**src/sv/tsmrs_pkg.sv**
```systemverilog
// Shared types, register indexes and constants for the three-stage motor run sequencer.
package tsmrs_pkg;

  localparam int TIME_W   = 16;
  localparam int PERIOD_W = 20;
  localparam int CFG_IDX_W  = 3;
  localparam int CFG_DATA_W = 20;

  // Duty is floor(126 * period / 255), done as a multiply by a rounded-up
  // reciprocal; exact for every 20-bit period.
  localparam int DUTY_MAGIC_W = 31;
  localparam logic [DUTY_MAGIC_W-1:0] DUTY_MAGIC = 31'd2122219135;
  localparam int DUTY_SHIFT = 32;
  localparam int DUTY_PROD_W = PERIOD_W + DUTY_MAGIC_W;

  localparam logic [15:0] JAM_CODE = 16'hEEEE;

  localparam logic REQ_MOVE = 1'b0;
  localparam logic REQ_TICK = 1'b1;

  localparam logic [1:0] STAGE_FIRST  = 2'd0;
  localparam logic [1:0] STAGE_SECOND = 2'd1;
  localparam logic [1:0] STAGE_THIRD  = 2'd2;

  localparam logic [CFG_IDX_W-1:0] CFG_POLARITY  = 3'd0;
  localparam logic [CFG_IDX_W-1:0] CFG_FIRST_LIM = 3'd1;
  localparam logic [CFG_IDX_W-1:0] CFG_SECOND_LIM = 3'd2;
  localparam logic [CFG_IDX_W-1:0] CFG_FIRST_PER = 3'd3;
  localparam logic [CFG_IDX_W-1:0] CFG_SECOND_PER = 3'd4;
  localparam logic [CFG_IDX_W-1:0] CFG_THIRD_PER = 3'd5;
  localparam logic [CFG_IDX_W-1:0] CFG_JAM_TIME  = 3'd6;

  typedef struct packed {
    logic        req_type;
    logic        move_dir;
    logic [15:0] run_time_ms;
  } in_item_t;

  typedef struct packed {
    logic                running;
    logic                dir_level;
    logic [1:0]          stage;
    logic [PERIOD_W-1:0] step_period;
    logic [PERIOD_W-1:0] duty_ns;
    logic                finished;
  } out_item_t;

  typedef struct packed {
    logic                polarity_negative;
    logic [15:0]         first_limit_ms;
    logic [15:0]         second_limit_ms;
    logic [PERIOD_W-1:0] first_period_ns;
    logic [PERIOD_W-1:0] second_period_ns;
    logic [PERIOD_W-1:0] third_period_ns;
    logic [15:0]         jam_time_ms;
  } cfg_t;

  typedef struct packed {
    logic [1:0]        stage_index;
    logic [TIME_W-1:0] total_left;
    logic [TIME_W-1:0] stage_run;
    logic [TIME_W-1:0] stage_left;
    logic              held_dir;
    logic              active;
  } move_state_t;

endpackage

```
**src/sv/tsmrs_cfg.sv**
```systemverilog
// Configuration register file for the motor run sequencer.
module tsmrs_cfg (
  input  logic                                clk,
  input  logic                                rst_n,
  input  logic                                cfg_we,
  input  logic [tsmrs_pkg::CFG_IDX_W-1:0]     cfg_index,
  input  logic [tsmrs_pkg::CFG_DATA_W-1:0]    cfg_wdata,
  output tsmrs_pkg::cfg_t                     cfg
);
  import tsmrs_pkg::*;

  cfg_t cfg_r;
  cfg_t cfg_nxt;

  always_comb begin
    cfg_nxt = cfg_r;
    if (cfg_we) begin
      case (cfg_index)
        CFG_POLARITY:   cfg_nxt.polarity_negative = cfg_wdata[0];
        CFG_FIRST_LIM:  cfg_nxt.first_limit_ms    = cfg_wdata[15:0];
        CFG_SECOND_LIM: cfg_nxt.second_limit_ms   = cfg_wdata[15:0];
        CFG_FIRST_PER:  cfg_nxt.first_period_ns   = cfg_wdata[PERIOD_W-1:0];
        CFG_SECOND_PER: cfg_nxt.second_period_ns  = cfg_wdata[PERIOD_W-1:0];
        CFG_THIRD_PER:  cfg_nxt.third_period_ns   = cfg_wdata[PERIOD_W-1:0];
        CFG_JAM_TIME:   cfg_nxt.jam_time_ms       = cfg_wdata[15:0];
        default:        cfg_nxt = cfg_r;
      endcase
    end
  end

  always_ff @(posedge clk) begin
    if (!rst_n) begin
      cfg_r.polarity_negative <= 1'b0;
      cfg_r.first_limit_ms    <= 16'd70;
      cfg_r.second_limit_ms   <= 16'd391;
      cfg_r.first_period_ns   <= 20'd40000;
      cfg_r.second_period_ns  <= 20'd26666;
      cfg_r.third_period_ns   <= 20'd80000;
      cfg_r.jam_time_ms       <= 16'd1500;
    end else begin
      cfg_r <= cfg_nxt;
    end
  end

  assign cfg = cfg_r;

endmodule

```
**src/sv/tsmrs_step.sv**
```systemverilog
// Next move state and result item for one command or millisecond tick.
module tsmrs_step (
  input  tsmrs_pkg::in_item_t    item,
  input  tsmrs_pkg::move_state_t st,
  input  tsmrs_pkg::cfg_t        cfg,
  output tsmrs_pkg::move_state_t st_nxt,
  output tsmrs_pkg::out_item_t   result
);
  import tsmrs_pkg::*;

  logic              start;
  logic              halt;
  logic [1:0]        start_stage;
  logic [TIME_W-1:0] start_total;
  logic [TIME_W-1:0] left_dec;
  logic [TIME_W-1:0] run;
  logic [PERIOD_W-1:0]    period;
  logic [DUTY_PROD_W-1:0] duty_prod;

  always_comb begin
    st_nxt      = st;
    start       = 1'b0;
    halt        = 1'b0;
    start_stage = STAGE_FIRST;
    start_total = '0;
    left_dec    = (st.stage_left != '0) ? st.stage_left - 1'b1 : '0;
    run         = '0;

    if (item.req_type == REQ_MOVE) begin
      // A new command drops whatever move is in progress.
      st_nxt.held_dir = item.move_dir;
      start = 1'b1;
      if (item.run_time_ms == JAM_CODE) begin
        start_stage = STAGE_THIRD;
        start_total = TIME_W'(cfg.jam_time_ms);
      end else begin
        start_stage = STAGE_FIRST;
        start_total = TIME_W'(item.run_time_ms);
      end
    end else if (st.active) begin
      st_nxt.stage_left = left_dec;
      if (left_dec == '0) begin
        if (st.stage_index == STAGE_THIRD) begin
          halt = 1'b1;
        end else begin
          start       = 1'b1;
          start_stage = st.stage_index + 2'd1;
          start_total = st.total_left - st.stage_run;
        end
      end
    end

    if (start && start_total == '0) begin
      halt = 1'b1;
    end

    if (halt) begin
      st_nxt.stage_index = STAGE_FIRST;
      st_nxt.total_left  = '0;
      st_nxt.stage_run   = '0;
      st_nxt.stage_left  = '0;
      st_nxt.active      = 1'b0;
    end else if (start) begin
      case (start_stage)
        STAGE_FIRST:  run = (start_total > TIME_W'(cfg.first_limit_ms)) ?
                            TIME_W'(cfg.first_limit_ms) : start_total;
        STAGE_SECOND: run = (start_total > TIME_W'(cfg.second_limit_ms)) ?
                            TIME_W'(cfg.second_limit_ms) : start_total;
        default:      run = start_total;
      endcase
      st_nxt.stage_index = start_stage;
      st_nxt.total_left  = start_total;
      st_nxt.stage_run   = run;
      st_nxt.stage_left  = run;
      st_nxt.active      = 1'b1;
    end
  end

  always_comb begin
    case (st_nxt.stage_index)
      STAGE_FIRST:  period = cfg.first_period_ns;
      STAGE_SECOND: period = cfg.second_period_ns;
      default:      period = cfg.third_period_ns;
    endcase
  end

  assign duty_prod = DUTY_PROD_W'(period) * DUTY_PROD_W'(DUTY_MAGIC);

  always_comb begin
    result          = '0;
    result.finished = halt;
    if (st_nxt.active) begin
      result.running     = 1'b1;
      result.dir_level   = cfg.polarity_negative ? st_nxt.held_dir : ~st_nxt.held_dir;
      result.stage       = st_nxt.stage_index;
      result.step_period = period;
      result.duty_ns     = PERIOD_W'(duty_prod[DUTY_PROD_W-1:DUTY_SHIFT]);
    end
  end

endmodule

```
**src/sv/three_stage_motor_run_sequencer_core.sv**
```systemverilog
// Three-stage motor run sequencer: top level with input and result registers.
//
// Items arrive on the in_ channel: a move command (direction and total time
// in ms, 0xEEEE for jammed, 0 to stop) or a one-millisecond tick. Every
// item yields exactly one result on the out_ channel: running, direction
// pin level, stage, step period, pulse duty and a finished flag.
// A transfer happens at a rising edge with valid high and stall low.
// An accepted item is held in the input register; the move state and the
// result register update together when it advances, which shows its result.
// One item per cycle is sustained while the receiver does not stall; the
// state update plus the duty multiply is the one logic step. When the
// receiver stalls, the result register holds and the input register still
// takes one more item; after that in_stall rises until the result moves on.
// Synchronous active-low reset empties both registers, stops the motor and
// loads the register defaults. The cfg_ port is to be written only while
// idle; the block itself does not enforce it.
module three_stage_motor_run_sequencer_core (
  input  logic                              clk,
  input  logic                              rst_n,
  input  logic                              in_valid,
  output logic                              in_stall,
  input  tsmrs_pkg::in_item_t               in_data,
  output logic                              out_valid,
  input  logic                              out_stall,
  output tsmrs_pkg::out_item_t              out_data,
  input  logic                              cfg_we,
  input  logic [tsmrs_pkg::CFG_IDX_W-1:0]   cfg_index,
  input  logic [tsmrs_pkg::CFG_DATA_W-1:0]  cfg_wdata
);
  import tsmrs_pkg::*;

  cfg_t        cfg;
  logic        in_vld_r;
  in_item_t    in_item_r;
  move_state_t st_r;
  move_state_t st_nxt;
  out_item_t   result;
  logic        out_vld_r;
  out_item_t   out_item_r;
  logic        advance;
  logic        in_take;

  tsmrs_cfg u_cfg (
    .clk       (clk),
    .rst_n     (rst_n),
    .cfg_we    (cfg_we),
    .cfg_index (cfg_index),
    .cfg_wdata (cfg_wdata),
    .cfg       (cfg)
  );

  tsmrs_step u_step (
    .item   (in_item_r),
    .st     (st_r),
    .cfg    (cfg),
    .st_nxt (st_nxt),
    .result (result)
  );

  assign advance  = in_vld_r && (!out_vld_r || !out_stall);
  assign in_stall = in_vld_r && !advance;
  assign in_take  = in_valid && !in_stall;

  always_ff @(posedge clk) begin
    if (!rst_n) begin
      in_vld_r <= 1'b0;
    end else if (in_take) begin
      in_vld_r <= 1'b1;
    end else if (advance) begin
      in_vld_r <= 1'b0;
    end
  end

  always_ff @(posedge clk) begin
    if (in_take) begin
      in_item_r <= in_data;
    end
  end

  always_ff @(posedge clk) begin
    if (!rst_n) begin
      st_r <= '0;
    end else if (advance) begin
      st_r <= st_nxt;
    end
  end

  always_ff @(posedge clk) begin
    if (!rst_n) begin
      out_vld_r <= 1'b0;
    end else if (advance) begin
      out_vld_r <= 1'b1;
    end else if (!out_stall) begin
      out_vld_r <= 1'b0;
    end
  end

  always_ff @(posedge clk) begin
    if (advance) begin
      out_item_r <= result;
    end
  end

  assign out_valid = out_vld_r;
  assign out_data  = out_item_r;

  a_finished_stops : assert property (@(posedge clk) disable iff (!rst_n)
    out_valid |-> !(out_data.finished && out_data.running))
    else $error("finished result still shows the motor running");

  a_stopped_quiet : assert property (@(posedge clk) disable iff (!rst_n)
    (out_valid && !out_data.running) |->
      (out_data.step_period == '0 && out_data.duty_ns == '0))
    else $error("stopped result carries a period or duty");

  a_left_in_run : assert property (@(posedge clk) disable iff (!rst_n)
    st_r.active |-> (st_r.stage_left <= st_r.stage_run && st_r.stage_run <= st_r.total_left))
    else $error("stage countdown outside its stage time");

  a_idle_clear : assert property (@(posedge clk) disable iff (!rst_n)
    !st_r.active |-> (st_r.total_left == '0 && st_r.stage_left == '0))
    else $error("stopped motor keeps time left");

  a_stall_full : assert property (@(posedge clk) disable iff (!rst_n)
    in_stall |-> (in_vld_r && out_vld_r && out_stall))
    else $error("input stalled with room to advance");

endmodule
```
**config.mk**
```make
export PLATFORM = sky130hd
export DESIGN_NAME = three_stage_motor_run_sequencer_core
export DESIGN_NICKNAME = d
export VERILOG_FILES = /design/src/sv/tsmrs_pkg.sv /design/src/sv/tsmrs_cfg.sv /design/src/sv/tsmrs_step.sv /design/src/sv/three_stage_motor_run_sequencer_core.sv
export SDC_FILE = /design/constraint.sdc
export NUM_CORES = 1
export LEC_CHECK = 0
export BUFFER_PORTS_ARGS = -buffer_cell sky130_fd_sc_hd__buf_4
export CORE_MARGIN = 1.5
export CORE_UTILIZATION = 55
export CTS_BUF_LIST = sky130_fd_sc_hd__clkbuf_16
export DETAILED_ROUTE_END_ITERATION = 10
export PLACE_DENSITY = 0.72
export SLEW_MARGIN = 20
export SYNTH_ARGS = -nofsm -noshare
export SYNTH_HDL_FRONTEND = slang
export SYNTH_SLANG_ARGS = --single-unit
```
**constraint.sdc**
```tcl
create_clock -name clk -period 20.6 [get_ports clk]
set_clock_uncertainty 0.1 [all_clocks]
set_input_delay 3.09 -clock clk [delete_from_list [all_inputs] [get_ports clk]]
set_output_delay 3.09 -clock clk [all_outputs]
set_load 0.01 [all_outputs]
```
==> reports/results.tsv, run 1 <==
stage	metric	value	unit
clocking	post_cts_buffers	0	
timing	drv_slew	0	
logic_synthesis	syn_inst	2418	
timing	max_freq	77.7	MHz
min_path	holdCritPathClass	flip-flop to flip-flop	
timing	tightest_slew	1090	ps
job	maxCapViolations	0	
logic_synthesis	synth.cells.most_frequent	inv_1, nand2_1, ha_1, fa_1, dfxtp_1	
clocking	clk_path_buf_depth	3	
final_layout	drive_gt1_share	7.50	%
timing	fin_tns_setup	0	ps
clocking	htreeDepth	1	
placed_design	hpwlAfterDp	50200	um
logic_synthesis	syn-mean-instance-area	8.71	um^2
route	viasPerCell	5.89	
floorplan	dieArea	0.0395	mm^2
timing	rsz0062_at_grt	false	
logic_synthesis	yosysSeqAreaShare	24.3	%
logic_synthesis	syn_area	0.0211	mm^2
logic_synthesis	synth_top_area_share	18.0	%
placed_design	post-place-cells	2958	
final_layout	fin_area	0.0231	mm^2
clocking	holdBufCountCts	0	
final_layout	diodes	0	
final_layout	final-instance-count-excl-fill	3005	
floorplan	ios	93	
clocking	post_cts_resized	0	
floorplan	start_util	55.9	%
setup_path	required	20830	ps
route	ant_nets	0	
route	drcViolationCount	0	
clocking	cts_made_buffers	26	
timing	hold_violations	0	
global_routing	grt_pass1_vias	17768	
setup_path	crit_type	flip-flop to flip-flop	
timing	setup_viol	0	
timing	setup_ws	7720	ps
placed_design	place.gp.congestion	0.991	
logic_synthesis	synth_most_common_cell	inv_1	
setup_path	endpoint_kind	flip-flop	
logic_synthesis	synth-async-reset-ratio	0	%
floorplan	core_area	0.0377	mm^2
setup_path	slowest_delay	620	ps
route	drtIter0Drc	1455	
setup_path	critPathMostFrequentCell	inv_1	
final_layout	area_growth	9.73	%
timing	fin_crit_sh	62.5	%
clocking	cts_sinks	225	
clocking	path_clk_slew	60	ps
logic_synthesis	synth_nets	2879	
setup_path	path_max_fanout	25	
floorplan	die_y	199	um
placed_design	dpl_cell_area	0.0222	mm^2
setup_path	cp_slowest_cell	fa_1	
placed_design	dp_slack	7810	ps
clocking	cts-root-buf	clkbuf_16	
global_routing	grt.overflow.total	0	
route	vias	17703	
logic_synthesis	synth_area_leader_cell	fa_1	
clocking	insertion_delay	580	ps
logic_synthesis	netlist-cell-type-count	84	
setup_path	worstSetupStartpointType	flip-flop	
floorplan	rows	71	
setup_path	crit_buf_inv	11	
setup_path	critPathTopFamily	adder cells	
logic_synthesis	post_synth_main_area_contributors	fa_1, dfxtp_1, ha_1, edfxtp_1, inv_1	
route	routed_wl	62800	um
global_routing	grt_antenna_before_repair	0	
timing	timing.final.crit_period	12880	ps
global_routing	grt_max_degree	113	
clocking	cts_tree	built	
global_routing	grt.total_usage	32.8	%
setup_path	reg2reg_slack	7720	ps
floorplan	die_x	199	um
timing	slew_headroom	27.3	%
status	status	complete, no violations	
route	dr.pass1.iters	6	
setup_path	cp.arrival	13100	ps
final_layout	nFillCells	3330	
logic_synthesis	synth-seq-cells	225	
logic_synthesis	synth_edf_count	62	
final_layout	num-nets-final	2936	
placed_design	port_buffers	91	
logic_synthesis	synthFlopType	dfxtp_1	
global_routing	grt_pass1_wl	98100	um
route	wire_per_inst	20.9	um
logic_synthesis	ys_warn_count	0	
[state kept, by name, summed over array words and instances (netlist names)]
register and cells:
out_data 44, in_vld_r 1, u_cfg.cfg 109, st_r 52
out_valid 1, in_item_r 18
[layout by cell type, fill, tap and decap left out, types with 11 or more instances in the layout]
master     count
inv_1        378
a21o_1        61
edfxtp_1      62
nor4_1        16
a21oi_1      110
o21a_1        28
and2_1        12
o31ai_1       12
nor2_1       112
xor2_1        13
a21boi_0      79
o21ai_0      104
buf_4        113
mux2i_1       22
nor2b_1       53
a31oi_1       11
o211ai_1      22
ha_1         226
nand4_1       22
nor3_1        23
fa_1         189
a22oi_1       27
o22ai_1       26
dfxtp_1      163
nand3_1       54
xnor2_1       15
and3_1        15
nand2b_1      27
clkbuf_16     28
or3_1         15
nand2_1      315
[path summary, 6_finish.rpt]
check                                           startpoint                          to  depth (start not counted)
worst max-delay path                  st_r[2]$_SDFFE_PN0P_  out_data[12]$_SDFFCE_PN0P_                         42
worst min-delay path            u_cfg.cfg[64]$_SDFFE_PN0P_  u_cfg.cfg[64]$_SDFFE_PN0P_                          2
worst max register to register        st_r[2]$_SDFFE_PN0P_  out_data[12]$_SDFFCE_PN0P_                         42
worst min register to register  u_cfg.cfg[64]$_SDFFE_PN0P_  u_cfg.cfg[64]$_SDFFE_PN0P_                          2
[stage by stage]
stage | hold WS [ps] | utilization [%]
2_1_floorplan | 332 | -
4_1_cts | 366 | 61.3
3_3_place_gp | 349 | 59.0
6_report | 363 | 61.3
3_5_place_dp | 353 | 59.0
5_1_grt | 386 | 61.3
[logic make-up after synthesis]
logic type,after synthesis,synth area share (%)
simple gates,704,15.7
compound gates,556,17.7
buf+inv,460,8.26
fa+ha+maj,415,31.4
flops,225,24.3
mux,29,1.42
xor+xnor,28,1.16
other cells,1,0.0178
[metal layers]
layer  up-vias  track usage, %  routed length [um]
li1       8278               -                   -
met1      8573            39.7               24700
met2       679            58.0               30900
met3       173            4.26                3980
met4         0            14.7                3260
met5         -               0                   0
[layout make-up]
type	instances	area, um^2	share of cell area, %
sequential	225	5120	22.2
clock buffer	28	701	3.03
timing repair buffer	113	848	3.67
clock inverter	19	165	0.715
tap	511	639	2.77
multi-input combinational	1733	14200	61.5
inverter	376	1410	6.11
[worst min-delay path: cells and delay by family, from the launching register on]
family	cells	cell delay, ps
flops	1	310
compound gates	1	60
simple gates	1	40
Power of run 1 is left out: the tool's default activity adds up to more than one toggle a clock period on the data nets, which glitch-free logic cannot reach.
==> inputs of run 2 (changes only) <==
--- a/config.mk
+++ b/config.mk
@@ -5,12 +5,13 @@
 export SDC_FILE = /design/constraint.sdc
 export NUM_CORES = 1
 export LEC_CHECK = 0
+export ABC_AREA = 1
 export BUFFER_PORTS_ARGS = -buffer_cell sky130_fd_sc_hd__buf_4
 export CORE_MARGIN = 1.5
 export CORE_UTILIZATION = 55
 export CTS_BUF_LIST = sky130_fd_sc_hd__clkbuf_16
 export DETAILED_ROUTE_END_ITERATION = 10
-export PLACE_DENSITY = 0.72
+export PLACE_DENSITY = 0.75
 export SLEW_MARGIN = 20
 export SYNTH_ARGS = -nofsm -noshare
 export SYNTH_HDL_FRONTEND = slang
==> constraint.sdc (replaced) <==
create_clock -name clk -period 11.8 [get_ports clk]
set_clock_uncertainty 0.1 [all_clocks]
set_input_delay 1.77 -clock clk [delete_from_list [all_inputs] [get_ports clk]]
set_output_delay 1.77 -clock clk [all_outputs]
set_load 0.01 [all_outputs]
==> run 2 against run 1 <==
Effect of this change:
- first-iteration DRC count up 8.1%
- utilization up 0.24 points
- sequential share of layout area down 0.14 points
- non-clock buffer count down 6
- wire length up 2.1%
- final cell count up 10%
- cell area up 0.62%
- register-to-register slack worse by 6800 ps
- critical path depth down 1
- worst setup slack worse by 6800 ps
- via count up 5.5%
- worst hold slack worse by 6.0 ps
==> reports/results.tsv, run 2 <==
stage	metric	value	unit
status	status	complete, no violations	
global_routing	grt_antenna_before_repair	0	
route	viasPerCell	5.64	
clocking	clk_path_buf_depth	3	
final_layout	nFillCells	3505	
clocking	post_cts_resized	0	
timing	drv_slew	0	
timing	hold_violations	0	
placed_design	port_buffers	91	
final_layout	fin_area	0.0232	mm^2
global_routing	grt.total_usage	33.5	%
route	wire_per_inst	19.4	um
clocking	htreeDepth	1	
clocking	insertion_delay	560	ps
min_path	holdCritPathClass	flip-flop to flip-flop	
min_path	hold_path_depth	2	
setup_path	worstSetupStartpointType	flip-flop	
final_layout	num-nets-final	3238	
clocking	cts_made_buffers	27	
logic_synthesis	synth_most_common_cell	inv_1	
placed_design	hpwlAfterDp	52200	um
logic_synthesis	synth-async-reset-ratio	0	%
clocking	post_cts_buffers	0	
final_layout	final_common_cell	inv_1	
logic_synthesis	post_synth_main_area_contributors	fa_1, dfxtp_1, ha_1, inv_1, edfxtp_1	
floorplan	start_util	56.1	%
floorplan	ios	93	
floorplan	rows	71	
clocking	cts-root-buf	clkbuf_16	
timing	timing.final.crit_period	10910	ps
route	ant_nets	0	
final_layout	final_core_util	61.6	%
timing	rsz0062_at_grt	false	
clocking	cts_sinks	225	
setup_path	worstRegToRegCells	41	
logic_synthesis	synth_nets	3173	
timing	holdWs	357	ps
timing	fin_tns_setup	0	ps
timing	setup_viol	0	
setup_path	slowest_delay	840	ps
logic_synthesis	synthFlopType	dfxtp_1	
logic_synthesis	syn-mean-instance-area	7.80	um^2
final_layout	diodes	0	
floorplan	die_x	199	um
route	vias	18679	
timing	slew_headroom	29.5	%
logic_synthesis	yosysSeqAreaShare	24.2	%
clocking	cts_tree	built	
final_layout	layout_common_cells	inv_1, nand2_1, nor2_1, ha_1, a21oi_1	
floorplan	core_area	0.0378	mm^2
final_layout	drive_gt1_share	7.58	%
setup_path	critPathMostFrequentCell	fa_1	
clocking	holdBufCountCts	0	
logic_synthesis	syn_inst	2712	
global_routing	grt_pass1_wl	101000	um
job	maxCapViolations	0	
route	drcViolationCount	0	
logic_synthesis	synth-seq-cells	225	
logic_synthesis	syn_area	0.0212	mm^2
timing	fin_crit_sh	92.4	%
floorplan	die_y	199	um
setup_path	cp_slowest_cell	nor3_1	
global_routing	grt.overflow.total	0	
logic_synthesis	synth_area_leader_cell	fa_1	
placed_design	dpl_cell_area	0.0223	mm^2
global_routing	grt_max_degree	114	
placed_design	place.gp.congestion	1.01	
timing	max_freq	91.7	MHz
final_layout	largest_reg_flops	109	
route	dr.pass1.iters	6	
floorplan	dieArea	0.0397	mm^2
route	routed_wl	64100	um
logic_synthesis	synth.cells.most_frequent	inv_1, nand2_1, nor2_1, ha_1, a21oi_1	
logic_synthesis	synth_top_area_share	17.9	%
final_layout	area_growth	9.84	%
setup_path	crit_type	flip-flop to flip-flop	
logic_synthesis	netlist-cell-type-count	59	
setup_path	path_max_fanout	50	
global_routing	grt_pass1_vias	18716	
setup_path	required	12010	ps
logic_synthesis	ys_warn_count	0	
route	drtIter0Drc	1573	
timing	tightest_slew	1050	ps
clocking	path_clk_slew	60	ps
setup_path	cp.arrival	11110	ps
logic_synthesis	synth_edf_count	62	
setup_path	endpoint_kind	flip-flop	
run 2: cell count changes after synthesis, sizes merged, moves of 20 or more:
cell / delta
nand3: +55
nor2: +197
a21o: -58
a21oi: +99
inv: +156
nand2b: -27
nor2b: -54
o21ai: +92
o22ai: -24
a21boi: -76
mux2i: -20
nand2: +100
run 2: area by class of cell:
type	count	area, um^2	area share (%)
well taps	511	639	2.75
clock inverters	23	238	1.02
flip-flops and latches	225	5120	22.0
multi-input cells	1883	13800	59.2
inverters	533	2000	8.61
repair buffers	107	801	3.44
clock buffers	27	676	2.91
run 2: metrics by stage:
step / worst slack [ps] / std cells
4_1_cts: 871 / 3308
3_3_place_gp: 997 / 3258
3_5_place_dp: 921 / 3258
2_1_floorplan: 2910 / 2712
6_report: 893 / 3309
5_1_grt: 95.0 / 3309
run 2: worst max-delay path, delay by kind of cell (launching register included):
family / cells / cell delay (ps)
xor gates and xnor gates: 1 / 160
adders and majority gates: 9 / 3920
buffers and inverters: 6 / 1150
and+or+nand+nor: 17 / 3630
DFF: 1 / 310
AOI/OAI and AO/OA: 8 / 1380
run 2: cell families (layout without fill, tap and decap cells):
family                     count (synthesis)  after routing  synth area share (%)
adders and majority gates                415            415                  31.2
xor gates and xnor gates                  14             14                 0.579
other                                      1              1                0.0177
AOI/OAI and AO/OA                        541            541                  14.5
muxes                                      2              2                0.0946
and+or+nand+nor                          910            910                  18.5
DFF                                      225            225                  24.2
buffers and inverters                    604            690                  10.9
run 2: worst paths after layout:
check	startpoint	slack [ps]	endpoint
setup / recovery	st_r[2]$_SDFFE_PN0P_	890	out_data[13]$_SDFFCE_PN0P_
hold / removal	u_cfg.cfg[37]$_SDFFE_PN1P_	360	u_cfg.cfg[37]$_SDFFE_PN1P_
setup reg to reg	st_r[2]$_SDFFE_PN0P_	890	out_data[13]$_SDFFCE_PN0P_
hold reg to reg	u_cfg.cfg[37]$_SDFFE_PN1P_	360	u_cfg.cfg[37]$_SDFFE_PN1P_
run 2: routing by layer:
metal	share of wire (%)	track usage, %
met1	39	41.4
met2	48	57.6
met3	6.5	3.90
met4	5.7	17.3
met5	0	0
Power of run 2 is left out for the same reason.
==> inputs of run 3 (changes only) <==
--- a/config.mk
+++ b/config.mk
@@ -11,7 +11,7 @@
 export CORE_UTILIZATION = 55
 export CTS_BUF_LIST = sky130_fd_sc_hd__clkbuf_16
 export DETAILED_ROUTE_END_ITERATION = 10
-export PLACE_DENSITY = 0.75
+export PLACE_DENSITY = 0.85
 export SLEW_MARGIN = 20
 export SYNTH_ARGS = -nofsm -noshare
 export SYNTH_HDL_FRONTEND = slang
==> run 3 against run 2 <==
Effect of this change:
- die area stayed put
- final cell count stayed put
- largest cell class unchanged
- register-to-register slack worse by 30 ps
- global-route usage is 0.15 points higher
- worst hold slack better by 2.1 ps
- first-iteration DRC count is 13% higher
- fmax is 0.24% lower
- wire length is 1.3% higher
- count of clock-buffer cells in the layout stayed put
- sequential cell count stayed put
- cell area is 0.31% lower
==> reports/results.tsv, run 3 (synthesis gave the netlist of run 2 again) <==
stage	metric	value	unit
final_layout	num-nets-final	3239	
clocking	post_cts_resized	0	
clocking	cts_sinks	225	
global_routing	grt.total_usage	33.6	%
setup_path	reg2reg_slack	870	ps
setup_path	cp.arrival	11130	ps
global_routing	grt.overflow.total	0	
clocking	holdBufCountCts	0	
route	ant_nets	0	
clocking	insertion_delay	560	ps
timing	slew_headroom	32.6	%
timing	fin_tns_setup	0	ps
route	wire_per_inst	19.6	um
global_routing	grt_pass1_vias	19018	
min_path	hold_path_depth	2	
setup_path	worstSetupStartpointType	flip-flop	
clocking	cts_made_buffers	27	
floorplan	die_y	199	um
status	status	complete, no violations	
setup_path	worstReg2RegStart	st_r[2]$_SDFFE_PN0P_	
clocking	post_cts_buffers	0	
min_path	hp-start	u_cfg.cfg[37]$_SDFFE_PN1P_	
timing	drv_slew	0	
floorplan	start_util	56.1	%
final_layout	layout_common_cells	inv_1, nand2_1, nor2_1, ha_1, a21oi_1	
clocking	htreeDepth	1	
route	viasPerCell	5.74	
timing	tightest_slew	1010	ps
setup_path	path_max_fanout	50	
timing	max_freq	91.5	MHz
timing	hold_violations	0	
route	drtIter0Drc	1774	
setup_path	required	12000	ps
clocking	cts_tree	built	
global_routing	grt_pass1_wl	102000	um
global_routing	grt_max_degree	114	
timing	setup_ws	867	ps
final_layout	nFillCells	3326	
final_layout	drive_gt1_share	7.47	%
route	drcViolationCount	0	
timing	timing.final.crit_period	10930	ps
setup_path	crit_type	flip-flop to flip-flop	
setup_path	cp_slowest_cell	a221oi_1	
setup_path	endpoint_kind	flip-flop	
placed_design	port_buffers	91	
final_layout	area_growth	9.49	%
global_routing	grt_antenna_before_repair	0	
clocking	path_clk_slew	60	ps
floorplan	core_area	0.0378	mm^2
clocking	cts-root-buf	clkbuf_16	
setup_path	worstReg2RegEnd	out_data[13]$_SDFFCE_PN0P_	
route	vias	18992	
timing	rsz0062_at_grt	false	
placed_design	hpwlAfterDp	52300	um
clocking	clk_path_buf_depth	3	
setup_path	critPathMostFrequentCell	fa_1	
setup_path	worstRegToRegCells	40	
floorplan	rows	71	
placed_design	dp_slack	768	ps
final_layout	final_common_cell	inv_1	
placed_design	place.gp.congestion	1.03	
min_path	holdCritPathClass	flip-flop to flip-flop	
route	dr.pass1.iters	6	
job	maxCapViolations	0	
timing	setup_viol	0	
floorplan	die_x	199	um
final_layout	diodes	0	
route	routed_wl	64900	um
final_layout	largest_reg_flops	109	
min_path	min_to	u_cfg.cfg[37]$_SDFFE_PN1P_	
floorplan	ios	93	
timing	fin_crit_sh	92.7	%
floorplan	dieArea	0.0397	mm^2
setup_path	slowest_delay	640	ps
run 3: worst max-delay path by stage:
| stage | from | endpoint | slack [ps] | cells after the start |
|---|---|---|---|---|
| floorplan | st_r[34]$_SDFFE_PN0P_ | out_data[13]$_SDFFCE_PN0P_ | 2910 | 48 |
| global placement | st_r[2]$_SDFFE_PN0P_ | out_data[13]$_SDFFCE_PN0P_ | 830 | 43 |
| detailed placement | st_r[2]$_SDFFE_PN0P_ | out_data[13]$_SDFFCE_PN0P_ | 770 | 43 |
| CTS | st_r[2]$_SDFFE_PN0P_ | out_data[13]$_SDFFCE_PN0P_ | 740 | 43 |
| global route | st_r[2]$_SDFFE_PN0P_ | out_data[13]$_SDFFCE_PN0P_ | 10 | 42 |
| finish | st_r[2]$_SDFFE_PN0P_ | out_data[13]$_SDFFCE_PN0P_ | 870 | 40 |
run 3: area by class of cell:
class	instances	area, um^2	share of cell area (%)
multi-input combinational	1883	13800	59.4
sequential	225	5120	22.1
inverter	533	2000	8.63
clock buffer	27	676	2.92
tap	511	639	2.76
clock inverter	22	155	0.669
timing repair buffer	108	811	3.50
run 3: through the flow:
step	util, %	hold slack, ps	cell area, um^2	cells
after floorplan	-	324	21200	2712
after global placement	59.1	338	22300	3259
after detailed placement	59.1	345	22300	3259
after CTS	61.3	360	23200	3308
after global routing	61.4	368	23200	3309
final	61.4	360	23200	3309
run 3: routing by layer:
| metal | routed length, um | track usage, % | up-vias |
|---|---|---|---|
| met1 | 24800 | 41.0 | 9065 |
| met3 | 5190 | 4.83 | 174 |
| met4 | 3490 | 15.8 | 0 |
| met5 | 0 | 0 | - |
| met2 | 31500 | 58.5 | 853 |
| li1 | - | - | 8900 |
run 3: worst max-delay path, delay by kind of cell, from the launching register on:
family                     cells  cell delay [ps]
DFF                            1              320
adders and majority gates      9             4140
buffers and inverters          7             1310
and+or+nand+nor               16             2900
AOI/OAI and AO/OA              8             1870
Power of run 3 is left out for the same reason.
